<file path="src/hdl/lrs_pkg.sv">
// Package for the stereo linear resampler.
// Holds the sequencer state type, the multiplier control struct and fixed constants.
// No dependencies.
package lrs_pkg;

    localparam int SAMPLE_W = 16;
    localparam int STEP_W   = 23;
    localparam int PHASE_W  = 24;
    localparam int CNT_W    = 7;
    localparam int PROD_W   = 32;

    localparam logic [PHASE_W-1:0] ONE_UNIT    = 24'h01_0000;
    localparam logic [CNT_W-1:0]   MAX_RUN     = 7'd64;
    localparam logic [STEP_W-1:0]  STEP_RESET  = 23'd97391;

    typedef enum logic [2:0] {
        S_IDLE,
        S_CHECK,
        S_MUL_L,
        S_MUL_R,
        S_EMIT,
        S_WAIT,
        S_FINISH
    } lrs_state_t;

    typedef struct packed {
        logic en;
        logic sel_right;
    } lrs_mul_ctl_t;

endpackage

</file>
<file path="src/hdl/lrs_mul_unit.sv">
// Shared interpolation unit: one registered 17x17 multiply and an add.
// Computes prev + ((cur - prev) * frac >>> 16) for the selected channel.
// Depends on lrs_pkg.
module lrs_mul_unit (
    input  logic                           aclk,
    input  lrs_pkg::lrs_mul_ctl_t          ctl,
    input  logic signed [lrs_pkg::SAMPLE_W-1:0] prev_l,
    input  logic signed [lrs_pkg::SAMPLE_W-1:0] prev_r,
    input  logic signed [lrs_pkg::SAMPLE_W-1:0] cur_l,
    input  logic signed [lrs_pkg::SAMPLE_W-1:0] cur_r,
    input  logic [15:0]                    frac,
    output logic signed [lrs_pkg::SAMPLE_W-1:0] result
);

    logic signed [lrs_pkg::SAMPLE_W-1:0] prev_sel;
    logic signed [lrs_pkg::SAMPLE_W-1:0] cur_sel;
    logic signed [16:0]                  diff;
    logic signed [33:0]                  prod_full;
    logic [lrs_pkg::PROD_W-1:0]          prod_reg;
    logic signed [lrs_pkg::SAMPLE_W-1:0] prev_reg;

    always_comb begin
        prev_sel  = ctl.sel_right ? prev_r : prev_l;
        cur_sel   = ctl.sel_right ? cur_r : cur_l;
        diff      = 17'(signed'({cur_sel[15], cur_sel})) - 17'(signed'({prev_sel[15], prev_sel}));
        prod_full = diff * signed'({1'b0, frac});
    end

    always_ff @(posedge aclk) begin
        if (ctl.en) begin
            prod_reg <= prod_full[lrs_pkg::PROD_W-1:0];
            prev_reg <= prev_sel;
        end
    end

    assign result = prev_reg + signed'(prod_reg[31:16]);

endmodule

</file>
<file path="src/hdl/linear_resampler_stereo_core.sv">
// Sequencing: a priming beat is stored as the previous frame and yields no result; for
// any other input beat each result steps through CHECK, MUL_L and MUL_R (the left and
// right passes through the shared multiplier), EMIT and WAIT, which holds until taken.
// A last CHECK and FINISH end the run; no new input beat is taken before IDLE.
// Reset (aresetn low, synchronous) clears the previous frame, the phase and the primed flag,
// and loads the step register with 97391.
module linear_resampler_stereo_core (
    input  logic        aclk,
    input  logic        aresetn,
    input  logic        cfg_wr_en,
    input  logic [22:0] cfg_wr_data,
    input  logic        s_valid,
    output logic        s_ready,
    input  logic signed [15:0] s_left_in,
    input  logic signed [15:0] s_right_in,
    output logic        m_valid,
    input  logic        m_ready,
    output logic signed [15:0] m_left_out,
    output logic signed [15:0] m_right_out,
    output logic        m_last_of_run
);

    lrs_pkg::lrs_state_t state_reg, state_next;
    lrs_pkg::lrs_mul_ctl_t mul_ctl;

    logic [lrs_pkg::STEP_W-1:0]  step_reg;
    logic [lrs_pkg::PHASE_W-1:0] phase_reg;
    logic [lrs_pkg::CNT_W-1:0]   cnt_reg;
    logic                        primed_reg;
    logic                        last_reg;
    logic signed [15:0]          prev_l_reg, prev_r_reg;
    logic signed [15:0]          cur_l_reg, cur_r_reg;
    logic signed [15:0]          left_out_reg, right_out_reg;
    logic signed [15:0]          mul_result;
    logic                        run_more;

    assign run_more = (phase_reg < lrs_pkg::ONE_UNIT) && (cnt_reg < lrs_pkg::MAX_RUN);

    lrs_mul_unit u_mul (
        .aclk   (aclk),
        .ctl    (mul_ctl),
        .prev_l (prev_l_reg),
        .prev_r (prev_r_reg),
        .cur_l  (cur_l_reg),
        .cur_r  (cur_r_reg),
        .frac   (phase_reg[15:0]),
        .result (mul_result)
    );

    always_comb begin
        state_next = state_reg;
        case (state_reg)
            lrs_pkg::S_IDLE: begin
                if (s_valid && primed_reg) begin
                    state_next = lrs_pkg::S_CHECK;
                end
            end
            lrs_pkg::S_CHECK: begin
                state_next = run_more ? lrs_pkg::S_MUL_L : lrs_pkg::S_FINISH;
            end
            lrs_pkg::S_MUL_L: state_next = lrs_pkg::S_MUL_R;
            lrs_pkg::S_MUL_R: state_next = lrs_pkg::S_EMIT;
            lrs_pkg::S_EMIT:  state_next = lrs_pkg::S_WAIT;
            lrs_pkg::S_WAIT: begin
                if (m_ready) begin
                    state_next = lrs_pkg::S_CHECK;
                end
            end
            lrs_pkg::S_FINISH: state_next = lrs_pkg::S_IDLE;
            default: state_next = lrs_pkg::S_IDLE;
        endcase
    end

    always_comb begin
        s_ready           = 1'b0;
        m_valid           = 1'b0;
        mul_ctl.en        = 1'b0;
        mul_ctl.sel_right = 1'b0;
        case (state_reg)
            lrs_pkg::S_IDLE:  s_ready = 1'b1;
            lrs_pkg::S_MUL_L: mul_ctl.en = 1'b1;
            lrs_pkg::S_MUL_R: begin
                mul_ctl.en        = 1'b1;
                mul_ctl.sel_right = 1'b1;
            end
            lrs_pkg::S_WAIT:  m_valid = 1'b1;
            default: begin
                s_ready = 1'b0;
            end
        endcase
    end

    assign m_left_out    = left_out_reg;
    assign m_right_out   = right_out_reg;
    assign m_last_of_run = last_reg;

    always_ff @(posedge aclk) begin
        if (!aresetn) begin
            state_reg  <= lrs_pkg::S_IDLE;
            step_reg   <= lrs_pkg::STEP_RESET;
            phase_reg  <= '0;
            cnt_reg    <= '0;
            primed_reg <= 1'b0;
            last_reg   <= 1'b0;
            prev_l_reg <= '0;
            prev_r_reg <= '0;
        end else begin
            state_reg <= state_next;
            if (cfg_wr_en) begin
                step_reg <= cfg_wr_data;
            end
            case (state_reg)
                lrs_pkg::S_IDLE: begin
                    if (s_valid) begin
                        cnt_reg <= '0;
                        if (primed_reg) begin
                            cur_l_reg <= s_left_in;
                            cur_r_reg <= s_right_in;
                        end else begin
                            prev_l_reg <= s_left_in;
                            prev_r_reg <= s_right_in;
                            phase_reg  <= '0;
                            primed_reg <= 1'b1;
                        end
                    end
                end
                lrs_pkg::S_MUL_R: begin
                    left_out_reg <= mul_result;
                    phase_reg    <= phase_reg + lrs_pkg::PHASE_W'(step_reg);
                    cnt_reg      <= cnt_reg + 1'b1;
                end
                lrs_pkg::S_EMIT: begin
                    right_out_reg <= mul_result;
                    last_reg      <= (phase_reg >= lrs_pkg::ONE_UNIT)
                                     || (cnt_reg == lrs_pkg::MAX_RUN);
                end
                lrs_pkg::S_FINISH: begin
                    if (phase_reg < lrs_pkg::ONE_UNIT) begin
                        phase_reg <= '0;
                    end else begin
                        phase_reg <= phase_reg - lrs_pkg::ONE_UNIT;
                    end
                    prev_l_reg <= cur_l_reg;
                    prev_r_reg <= cur_r_reg;
                end
                default: begin
                    last_reg <= last_reg;
                end
            endcase
        end
    end

    a_ready_excl: assert property (@(posedge aclk) disable iff (!aresetn)
        !(s_ready && m_valid))
        else $error("input and result handshakes active together");

    a_cnt_cap: assert property (@(posedge aclk) disable iff (!aresetn)
        cnt_reg <= lrs_pkg::MAX_RUN)
        else $error("run count above cap");

    a_more_in_run: assert property (@(posedge aclk) disable iff (!aresetn)
        (m_valid && !m_last_of_run) |-> (phase_reg < lrs_pkg::ONE_UNIT))
        else $error("non-final beat with phase past the interval");

    a_phase_fits: assert property (@(posedge aclk) disable iff (!aresetn)
        (state_reg == lrs_pkg::S_FINISH) |=> (phase_reg[lrs_pkg::PHASE_W-1] == 1'b0))
        else $error("phase overflow after wrap");

endmodule

</file>
<file path="config.mk">
export PLATFORM = sky130hd
export DESIGN_NAME = linear_resampler_stereo_core
export DESIGN_NICKNAME = d
export VERILOG_FILES = /design/src/hdl/lrs_pkg.sv /design/src/hdl/lrs_mul_unit.sv /design/src/hdl/linear_resampler_stereo_core.sv
export SDC_FILE = /design/constraint.sdc
export NUM_CORES = 1
export LEC_CHECK = 0
export ABC_AREA = 1
export BUFFER_PORTS_ARGS = -buffer_cell sky130_fd_sc_hd__buf_2
export CAP_MARGIN = 20
export CELL_PAD_IN_SITES_DETAIL_PLACEMENT = 1
export CELL_PAD_IN_SITES_GLOBAL_PLACEMENT = 1
export CORE_MARGIN = 1.5
export CORE_UTILIZATION = 52
export DETAILED_ROUTE_END_ITERATION = 8
export GPL_TIMING_DRIVEN = 0
export HOLD_SLACK_MARGIN = 0.02
export PLACE_DENSITY = 0.93
export SLEW_MARGIN = 10
export SYNTH_ARGS = -nofsm -noshare
export SYNTH_HDL_FRONTEND = slang
export SYNTH_SLANG_ARGS = --single-unit
</file>
<file path="constraint.sdc">
create_clock -name aclk -period 14.4 [get_ports aclk]
set_clock_uncertainty 0.1 [all_clocks]
set_input_delay 1.44 -clock aclk [delete_from_list [all_inputs] [get_ports aclk]]
set_output_delay 1.44 -clock aclk [all_outputs]
set_load 0.02 [all_outputs]
</file>
# Word level (Yosys, flattened, before mapping)
# Cells that the tools add are included.
# word_totals
reg_bits	203
latchBits	0
ram_bits	0
mem_bits_ro	0
input_bits	60
output_inout_bits	35
mem_count	0
# op_classes
add_sub_neg	5
multipliers	1
div	0
magnitude_cmp	3
eq_ne	11
shift	0
n_mux	22
bitwise	0
n_reduce_logical	16
# ops
operator	n
$mux 16	6
$mux 24	3
$pmux 24 s3	1
$pmux 16 s2	2
$mul 17x17->32	1
$add 24x23->24	1
$ge 24x17->1 const B	1
$lt 24x17->1 const B	1
$sub 24x17->24 const B	1
$pmux 3 s6	1
$sub 16x16->17	1
$add 16x16->16	1
$pmux 7 s2	1
$reduce_and 2->1	5
$eq 3x3->1 const B	3
$mux 3	3
$ne 2x2->1 const B	4
$add 7x1->7 const B	1
$eq 7x7->1 const B	1
$lt 7x7->1 const B	1
$mux 7	1
$eq 3x2->1 const B	2
$reduce_and 3->1	2
$mux 1	4
other kinds (8)	10

# Depth between registers and ports, before layout
# Gate-level depths: netlist of the first run.
# depth
ltp_word	5
depth_mapped	45
ltp_nobuf	42

# Cells and area by module
# From an unflattened synthesis of the first run, not the netlist that was laid out.
# hier_totals
cells_unflattened	2630
area_unflattened_um2	20887.5
# by_module_without_submodules
module	n_inst	cells_each	area_per_inst_um2	seq_area_each_um2
lrs_mul_unit	1	1700	13417.9	960.9
linear_resampler_stereo_core	1	930	7469.7	3743.6

# Worst setup path before layout of the first run
# Ideal clock, no wire load.
# synth_path
path_kind	flip-flop to flip-flop
start	register state_reg[0]
end	register u_mul.prod_reg[30] (netlist name) (data pin)
arrival_ns	7.458
required_time_ns	14.041
setup_slack_ns	6.583
path_stages_with_launch	40
n_path_buf	4
cell_sequence	dfxtp_1 -> nand2_1 -> nor2_1 -> buf_2 -> inv_2 -> clkbuf_1 -> nand2_1 -> nand2_1 -> ha_1 -> fa_1 -> inv_1 -> nand2_1 -> nand2_1 -> nand3_1 -> nand2_1 -> nand2_1 -> nand3_1 -> nand2_1 -> (+4 left out) -> inv_1 -> fa_1 -> buf_2 -> xor2_1 -> xor2_1 -> fa_1 -> fa_1 -> inv_1 -> fa_1 -> inv_1 -> ha_1 -> a21oi_1 -> o21bai_1 -> a21oi_1 -> o21ai_0 -> a21oi_1 -> nand2_1 -> xor2_1
# synth_between
elab_chain_cells	5
# synth_lines
element	line	rtl
start: declaration	linear_resampler_stereo_core.sv:23	lrs_pkg::lrs_state_t state_reg, state_next;
start signal: assignment	linear_resampler_stereo_core.sv:99	state_reg <= lrs_pkg::S_IDLE;
start signal: assignment	linear_resampler_stereo_core.sv:108	state_reg <= state_next;
$eq 3x2->1	linear_resampler_stereo_core.sv:79	case (state_reg)
$mux 1	linear_resampler_stereo_core.sv:79	
$mux 16	lrs_mul_unit.sv:23	prev_sel = ctl.sel_right ? prev_r : prev_l;
net u_mul.prev_sel, one bit	lrs_mul_unit.sv:15	logic signed [lrs_pkg::SAMPLE_W-1:0] prev_sel;
$sub 16x16->17	lrs_mul_unit.sv:25	diff = 17'(signed'({cur_sel[15], cur_sel})) - 17'(signed'({prev_sel[15], prev_sel}));
$mul 17x17->32	lrs_mul_unit.sv:26	prod_full = diff * signed'({1'b0, frac});
net u_mul.prod_full[30]	lrs_mul_unit.sv:18	logic signed [33:0] prod_full;
end signal: assignment	lrs_mul_unit.sv:31	prod_reg <= prod_full[lrs_pkg::PROD_W-1:0];
end: declaration	lrs_mul_unit.sv:19	logic [lrs_pkg::PROD_W-1:0] prod_reg;
# The timed path passes the listed nets, and every way through them passes these cells.
# A chain may end at the register's enable or synchronous reset.

# Final worst setup path of the first run
# layout_path
start	register state_reg[0]
end	register u_mul.prod_reg[31] (netlist name) (data pin)
# Same word-level chain as after synthesis.

==> results_dict.tcl, run 1 <==
set metrics [dict create \
    cts_tree "yes" \
    htree_levels 4 \
    first_iter_violations 1690 \
    tns_ps 0 \
    total_power_mw 2.94 \
    r2r_start "state_reg[0]" \
    clkSinkCount 187 \
    vias_per_cell 5.89 \
    cts_made_buffers 17 \
    max_freq_ghz 0.0965 \
    cp-startpoint "state_reg[0]" \
    synth_area_per_cell_sq_um 7.87 \
    cp_common_cell "nand2_1" \
    final_common_cell "nand2_1" \
    synth_nets 3076 \
    leakage_nw 11.1 \
    critPathCaptureType "flop" \
    final_nets 3196 \
    cts_resized 0 \
    finalSetupViolCount 0 \
    grt_max_degree 20 \
    gr-total-overflow 0 \
    cp_data_required_time_ps 14490 \
    ys_seq_area_share_pct 22.9 \
    ctsHoldBuffers 0 \
    insertion_delay_ps 460 \
    die_h_microns 202 \
    die_area_sq_mm 0.0407 \
    vdd_ir_drop_max_mv 0.104 \
    hp-class "reg -> reg" \
    worstHoldStart "cnt_reg[6]" \
    grt_use_met1_pct 44.8 \
    core_area_sq_mm 0.0388 \
    crit_type "reg -> reg" \
    worstPathArrival_ps 10460 \
    worst-r2r-setup-slack_ps 4030 \
    fin_crit_ps 10370 \
    cts_setup_buffers 0 \
    async_flop_share_pct 0 \
    ys_types 47 \
    initial_core_util_pct 52.9 \
    ys_seq_elements 187 \
    antenna_found_initial 5 \
    grt_usage_pct 38.0 \
    drive_above_1_share_pct 6.89 \
    area_growth_pct 8.44 \
    placed_cell_area_sq_mm 0.0218 \
    cp_slowest_cell "fa_1" \
    chipWidth_microns 202 \
    powerDensity_mw_per_mm2 132 \
    largest_reg_flops 24 \
    firstDrtPassIters 7 \
    drv_slew 0 \
    post-dp-hpwl_microns 61100 \
    grt_first_pass_wirelength_microns 118000 \
    cts_buffer_depth 2 \
    synthFlopType "edfxtp_1" \
    maxCapViolCount 0 \
    grt.met2_usage_pct 63.7 \
    std_cell_rows 72 \
    syn_area_sq_mm 0.0205 \
    ant_nets 0 \
    cts-root-buf "clkbuf_16" \
    drt-wirelength-per-cell_microns 23.1 \
    netlist_instances 2612 \
    finalHoldViolCount 0 \
    cp_max_fo 10 \
    slew_headroom_pct 18.1 \
    path_clk_slew_ps 80 \
    drc 0 \
    route.vias.total 19200 \
    timing.critical_path.from_type "flop" \
    slowest_delay_ps 730 \
    wl_microns 75300 \
    worst_pin_slew_ps 1220 \
    gp_congestion 0.982 \
    finalCritPeriodShare_pct 72.0 \
    rsz0062_at_grt "no" \
    io_pins 95 \
    final_cell_area_sq_mm 0.0223 \
    mostFrequentLayoutCells "nand2_1, inv_1, fa_1" \
    ys_warn_count 0 \
    use_met3_pct 7.89 \
    top_usage_layer "met2" \
    synth_edf_count 96 \
    status "finished, final reports clean" \
    io_buffers 94 \
    grt_pass1_vias 21300 \
]
## worst paths after layout
| check | end | cells past startpoint |
|---|---|---|
| max | u_mul.prod_reg[31] | 41 |
| min | cnt_reg[6] | 2 |
| max reg2reg | u_mul.prod_reg[31] | 41 |
| min reg2reg | cnt_reg[6] | 2 |
## worst max-delay path, delay by kind of cell (launching register included)
kind	cells	cell delay [ps]
buf+inv	12	1960
simple gates	17	2640
flops	1	500
compound gates	3	610
xor+xnor	1	120
fa+ha+maj	8	4140
## routing by layer
metal / wire length (microns) / up-vias
met3: 6390 / 340
met1: 27800 / 9529
met2: 35800 / 1045
li1: - / 8316
met5: 12 / -
met4: 5230 / 2
## cells in the mapped netlist (12+ instances only)
cell type  count  area share (%)
fa_1         264              26
a21oi_1      109             2.7
dfxtp_1       91             8.9
o21ai_0      101             2.5
inv_1        526             9.6
clkbuf_1      56             1.0
a31oi_1       34             1.0
nand2_1      589              11
edfxtp_1      96              14
xor2_1        35             1.5
or2_2         28            0.85
ha_1         140             8.5
xnor2_1       12            0.51
nor2_1       253             4.6
nand4_1       23            0.70
nor3_1        20            0.49
o21bai_1      12            0.44
nand3_1      138             3.4
clkinv_1      14            0.26
## kinds of logic after synthesis
family	count (synthesis)	synth area share (%)
AND/OR/NAND/NOR	1068	21.4
multiplexers	1	0.0487
buffers and inverters	614	11.3
XOR/XNOR	49	2.16
flip-flops	187	22.9
AO/OA/AOI/OAI	289	7.86
adder cells (fa/ha/maj)	404	34.3
## stage by stage
step	utilization, %	cells	hold slack, ps	setup WS [ps]
2_1_floorplan	-	2612	335	6580
3_3_place_gp	55.8	3224	352	4830
3_5_place_dp	56.0	3231	365	4460
4_1_cts	57.3	3263	399	4310
5_1_grt	57.3	3263	411	3610
6_report	57.4	3267	401	4030
## where the power goes
group	total, mW	switching [mW]	leakage, nW	internal [mW]
Combinational	1.73	1.27	9.27	0.460
Clock	0.440	0.220	0.251	0.221
Sequential	0.770	0.0577	1.63	0.712
Total	2.94	1.55	11.1	1.39
## cell type report
type	count	area [sq um]
multi-input combinational	1811	13500
antenna	4	10.0
fill	4926	16600
timing repair buffer	101	548
inverter	547	2050
clock buffer	21	440
sequential	187	4700
buffer	67	274
clock inverter	11	72.6
tap	518	648
Power figures use the tool's default switching activity.
==> run 2: changes to the inputs <==
--- a/config.mk
+++ b/config.mk
@@ -11,11 +11,11 @@
 export CELL_PAD_IN_SITES_DETAIL_PLACEMENT = 1
 export CELL_PAD_IN_SITES_GLOBAL_PLACEMENT = 1
 export CORE_MARGIN = 1.5
-export CORE_UTILIZATION = 52
+export CORE_UTILIZATION = 44
 export DETAILED_ROUTE_END_ITERATION = 8
 export GPL_TIMING_DRIVEN = 0
 export HOLD_SLACK_MARGIN = 0.02
-export PLACE_DENSITY = 0.93
+export PLACE_DENSITY = 0.84
 export SLEW_MARGIN = 10
 export SYNTH_ARGS = -nofsm -noshare
 export SYNTH_HDL_FRONTEND = slang
==> constraint.sdc (replaced) <==
create_clock -name aclk -period 9.1 [get_ports aclk]
set_clock_uncertainty 0.1 [all_clocks]
set_input_delay 0.91 -clock aclk [delete_from_list [all_inputs] [get_ports aclk]]
set_output_delay 0.91 -clock aclk [all_outputs]
set_load 0.02 [all_outputs]
==> run 2 against run 1 <==
Register-to-register slack worse by 3800 ps. Final cell count rose by 2.4%. Largest cell class unchanged. Clock power grew 73%.
==> results_dict.tcl, run 2 (synthesized netlist as in run 1, its figures left out) <==
set metrics [dict create \
    p_sw_mw 2.46 \
    slew_headroom_pct 30.2 \
    fin_crit_ps 8830 \
    maxCapViolCount 0 \
    mostFrequentLayoutCells "nand2_1, inv_1, fa_1" \
    largest_reg_flops 24 \
    drv_slew 0 \
    io_pins 95 \
    wl_microns 70700 \
    total_power_mw 4.74 \
    final_common_cell "nand2_1" \
    cts_buffer_depth 2 \
    gr-total-overflow 0 \
    std_cell_rows 78 \
    clkSinkCount 187 \
    grt_pass1_vias 20100 \
    core_area_sq_mm 0.0457 \
    drt-wirelength-per-cell_microns 21.1 \
    htree_levels 4 \
    drc 0 \
    area_growth_pct 10.4 \
    crit_type "reg -> reg" \
    gp_congestion 0.949 \
    cp_data_required_time_ps 9220 \
    num_antenna_cells 0 \
    die_h_microns 219 \
    status "finished, final reports clean" \
    final_nets 3196 \
    initial_core_util_pct 45.0 \
    cp_common_cell "nand2_1" \
    worst-r2r-setup-slack_ps 270 \
    route.vias.total 18500 \
    hp-class "reg -> reg" \
    path_clk_slew_ps 80 \
    p_sw_share_pct 51.9 \
    finalHoldViolCount 0 \
    cp_max_fo 10 \
    ant_nets 0 \
    cp_slowest_cell "fa_1" \
    grt_first_pass_wirelength_microns 110000 \
    max_freq_ghz 0.113 \
    finalSetupViolCount 0 \
    rsz0062_at_grt "no" \
    powerDensity_mw_per_mm2 209 \
    ctsHoldBuffers 0 \
    worstPathArrival_ps 8950 \
    die_area_sq_mm 0.0480 \
    cts-root-buf "clkbuf_16" \
    timing.critical_path.from_type "flop" \
    first_iter_violations 1496 \
    firstDrtPassIters 7 \
    finalCritPeriodShare_pct 97.0 \
    tns_ps 0 \
    chipWidth_microns 219 \
    vias_per_cell 5.53 \
    io_buffers 94 \
    leakage_nw 11.2 \
    cts_made_buffers 17 \
    power_frac_seq_pct 25.6 \
    worst_pin_slew_ps 1040 \
    drive_above_1_share_pct 8.89 \
    insertion_delay_ps 470 \
    grt_max_degree 33 \
    internal_power_mw 2.28 \
    slowest_delay_ps 810 \
    vdd_ir_drop_max_mv 0.179 \
    p_clk_share_pct 16.1 \
    power_frac_comb_pct 58.3 \
    critPathCaptureType "flop" \
    antenna_found_initial 1 \
    post-dp-hpwl_microns 58400 \
    grt_usage_pct 30.5 \
    cts_tree "yes" \
]
run 2: cell count changes in the layout (fill, tap and decap cells not counted), sizes merged:
| cell | delta |
|---|---|
| clkinvlp | +2 |
| buf | -2 |
| inv | +4 |
| bufinv | +1 |
| clkbuf | -1 |
| diode | -4 |
| clkinv | -4 |
run 2: worst max-delay path: cells and delay by family, from the launching register on:
family,cells,cell delay (ps)
flops,1,360
fa+ha+maj,9,4670
simple gates,18,2250
buf+inv,10,1180
run 2: area by class of cell:
type | count | area (sq um)
inverter | 547 | 2060
buffer | 65 | 307
tap | 600 | 751
sequential | 187 | 4710
clock inverter | 14 | 135
fill | 5690 | 23000
timing repair buffer | 103 | 543
multi-input combinational | 1811 | 13700
clock buffer | 18 | 439
run 2: power by group through the flow:
stage | combinational, mW | clock, mW | sequential [mW]
final | 2.76 | 0.762 | 1.21
after global routing | 2.97 | 0.792 | 1.22
after CTS | 2.63 | 0.765 | 1.20
after detailed placement | 2.58 | 0 | 1.22
after global placement | 2.45 | 0 | 1.22
after floorplan | 1.63 | 0 | 1.20
run 2: through the flow:
| step | cell area (sq um) | worst slack, ps | utilization (%) | hold WS, ps | instances |
|---|---|---|---|---|---|
| finish | 22700 | 270 | 49.6 | 379 | 3345 |
| global placement | 21800 | -539 | 47.7 | 354 | 3306 |
| global route | 22700 | 1.55 | 49.6 | 411 | 3345 |
| CTS | 22500 | -43.4 | 49.2 | 380 | 3345 |
| floorplan | 20500 | 1280 | - | 335 | 2612 |
| detailed placement | 21800 | -778 | 47.8 | 368 | 3312 |
run 2: path summary, 6_finish.rpt:
check               start                 end  cells after the start
max          state_reg[2]  u_mul.prod_reg[31]                     37
min            cnt_reg[6]          cnt_reg[6]                      2
min reg2reg    cnt_reg[6]          cnt_reg[6]                      2
max reg2reg  state_reg[2]  u_mul.prod_reg[31]                     37
run 2: timing repair:
item	in CTS	in global routing
pin swaps	2	7
endpoints found under the setup margin	16	16
resized for setup	21	65
buffers inserted	1	2
gates cloned	0	0
run 2: per-layer routing:
metal | track usage (%) | wire length (microns) | vias to the layer above
met4 | 12.9 | 3050 | 0
met1 | 37.9 | 29000 | 9370
met5 | 0 | 0 | -
met2 | 51.8 | 34100 | 665
met3 | 5.89 | 4570 | 148
li1 | - | - | 8316
==> run 3: changes to the inputs <==
--- a/config.mk
+++ b/config.mk
@@ -8,7 +8,7 @@
 export ABC_AREA = 1
 export BUFFER_PORTS_ARGS = -buffer_cell sky130_fd_sc_hd__buf_2
 export CAP_MARGIN = 20
-export CELL_PAD_IN_SITES_DETAIL_PLACEMENT = 1
+export CELL_PAD_IN_SITES_DETAIL_PLACEMENT = 0
 export CELL_PAD_IN_SITES_GLOBAL_PLACEMENT = 1
 export CORE_MARGIN = 1.5
 export CORE_UTILIZATION = 44
==> run 3 against run 2 <==
Sequential cell count unchanged. Power decreased by 2.7%. Register-to-register slack improved by 180 ps. Via count decreased by 4.9%. Highest routed layer unchanged. Clock power increased by 3.3%. Setup slack improved by 180 ps.
==> results_dict.tcl, run 3 (synthesized netlist as in run 1, its figures left out) <==
set metrics [dict create \
    firstDrtPassIters 5 \
    drc 0 \
    grt_first_pass_wirelength_microns 97700 \
    post-dp-hpwl_microns 51500 \
    insertion_delay_ps 450 \
    die_h_microns 219 \
    cts-root-buf "clkbuf_16" \
    cts_tree "yes" \
    leakage_nw 11.2 \
    worstHoldStart "cnt_reg[6]" \
    instances_no_fill 3345 \
    vdd_ir_drop_max_mv 0.154 \
    cts_buffer_depth 2 \
    status "finished, final reports clean" \
    placedCellCount 3312 \
    fillers 4515 \
    std_cell_rows 78 \
    drt-wirelength-per-cell_microns 18.4 \
    cp_slowest_cell "fa_1" \
    mostFrequentLayoutCells "nand2_1, inv_1, fa_1" \
    drv_slew 0 \
    hp-class "reg -> reg" \
    whs_ps 379 \
    clkSinkCount 187 \
    wl_microns 61400 \
    cts_made_buffers 17 \
    htree_levels 4 \
    core_area_sq_mm 0.0457 \
    antenna_found_initial 3 \
    cp-startpoint "state_reg[2]" \
    ant_nets 0 \
    die_area_sq_mm 0.0480 \
    grt_pass1_vias 18000 \
    max_freq_ghz 0.116 \
    pre_cts_slack_ps -641 \
    finalCritPeriodShare_pct 95.0 \
    multi_input_area_sq_mm 0.0137 \
    placed_cell_area_sq_mm 0.0218 \
    timing.critical_path.from_type "flop" \
    postLayoutSetupSlackWorst_ps 453 \
    path_clk_slew_ps 70 \
    final_nets 3195 \
    gr-total-overflow 0 \
    rsz0062_at_grt "no" \
    finalSetupViolCount 0 \
    slew_headroom_pct 29.7 \
    route.vias.total 17600 \
    final_cell_area_sq_mm 0.0227 \
    drive_above_1_share_pct 8.71 \
    first_iter_violations 1350 \
    grt_usage_pct 26.8 \
    grt_max_degree 33 \
    gp_congestion 0.949 \
    cp_max_fo 10 \
    maxCapViolCount 0 \
    r2r_start "state_reg[2]" \
    io_buffers 94 \
    critPathCaptureType "flop" \
    final_util_pct 49.7 \
    finalHoldViolCount 0 \
    io_pins 95 \
    initial_core_util_pct 45.0 \
    largest_reg_flops 24 \
    area_growth_pct 10.5 \
    vias_per_cell 5.26 \
    cp_common_cell "fa_1" \
    powerDensity_mw_per_mm2 203 \
    worstPathArrival_ps 8770 \
    slowest_delay_ps 540 \
    crit_type "reg -> reg" \
    cp_data_required_time_ps 9220 \
    ctsHoldBuffers 0 \
    chipWidth_microns 219 \
    worst_pin_slew_ps 1050 \
    final_common_cell "nand2_1" \
    fin_crit_ps 8650 \
    seq_area_sq_mm 0.00471 \
]
==> run 3: final timing paths <==
kind,end,depth (start not counted),slack [ps]
max,u_mul.prod_reg[23],37,450
min reg2reg,cnt_reg[6],2,380
max reg2reg,u_mul.prod_reg[23],37,450
min,cnt_reg[6],2,380
==> run 3: layer usage <==
layer  wire (microns)  share of wire [%]  GRT usage, %  vias up
met3             4360                7.1          4.62       99
met4             2070                3.4          9.09        0
li1                 -                  -             -     8331
met1            27200                 44          36.3     8527
met5                0                  0             0        -
met2            27800                 45          43.4      634
==> run 3: report_power, final <==
part	switching, mW	total, mW	leakage, nW	internal, mW
Sequential	0.0750	1.20	1.63	1.13
Clock	0.351	0.787	0.297	0.436
Combinational	1.88	2.62	9.29	0.737
==> run 3: per-stage QoR <==
stage / setup TNS (ps) / total power, mW
final: 0 / 4.61
after global routing: 0 / 4.91
after CTS: 0 / 4.52
after detailed placement: -5160 / 3.71
after global placement: -3970 / 3.66
after floorplan: 0 / 2.83
==> run 3: area by class of cell <==
cell class	instances	area share, %
multi-input combinational	1811	60.5
sequential	187	20.7
inverter	547	9.06
tap	600	3.31
timing repair buffer	101	2.33
clock buffer	20	2.06
buffer	66	1.35
clock inverter	12	0.650
antenna	1	0.0110
==> run 3: repair_timing <==
action	4_1_cts	5_1_grt
setup buffers	0	1
endpoints found under the setup margin	14	16
endpoints found under the hold margin	0	0
pin swaps	0	5
resized for setup	20	64
==> run 3: critical path: cells and delay by family (launching register included) <==
family / cells / cell delay (ps)
AND/OR/NAND/NOR: 12 / 1440
AO/OA/AOI/OAI: 6 / 1290
flip-flops: 1 / 410
adder cells (fa/ha/maj): 9 / 4040
buffers and inverters: 9 / 810
XOR/XNOR: 1 / 320
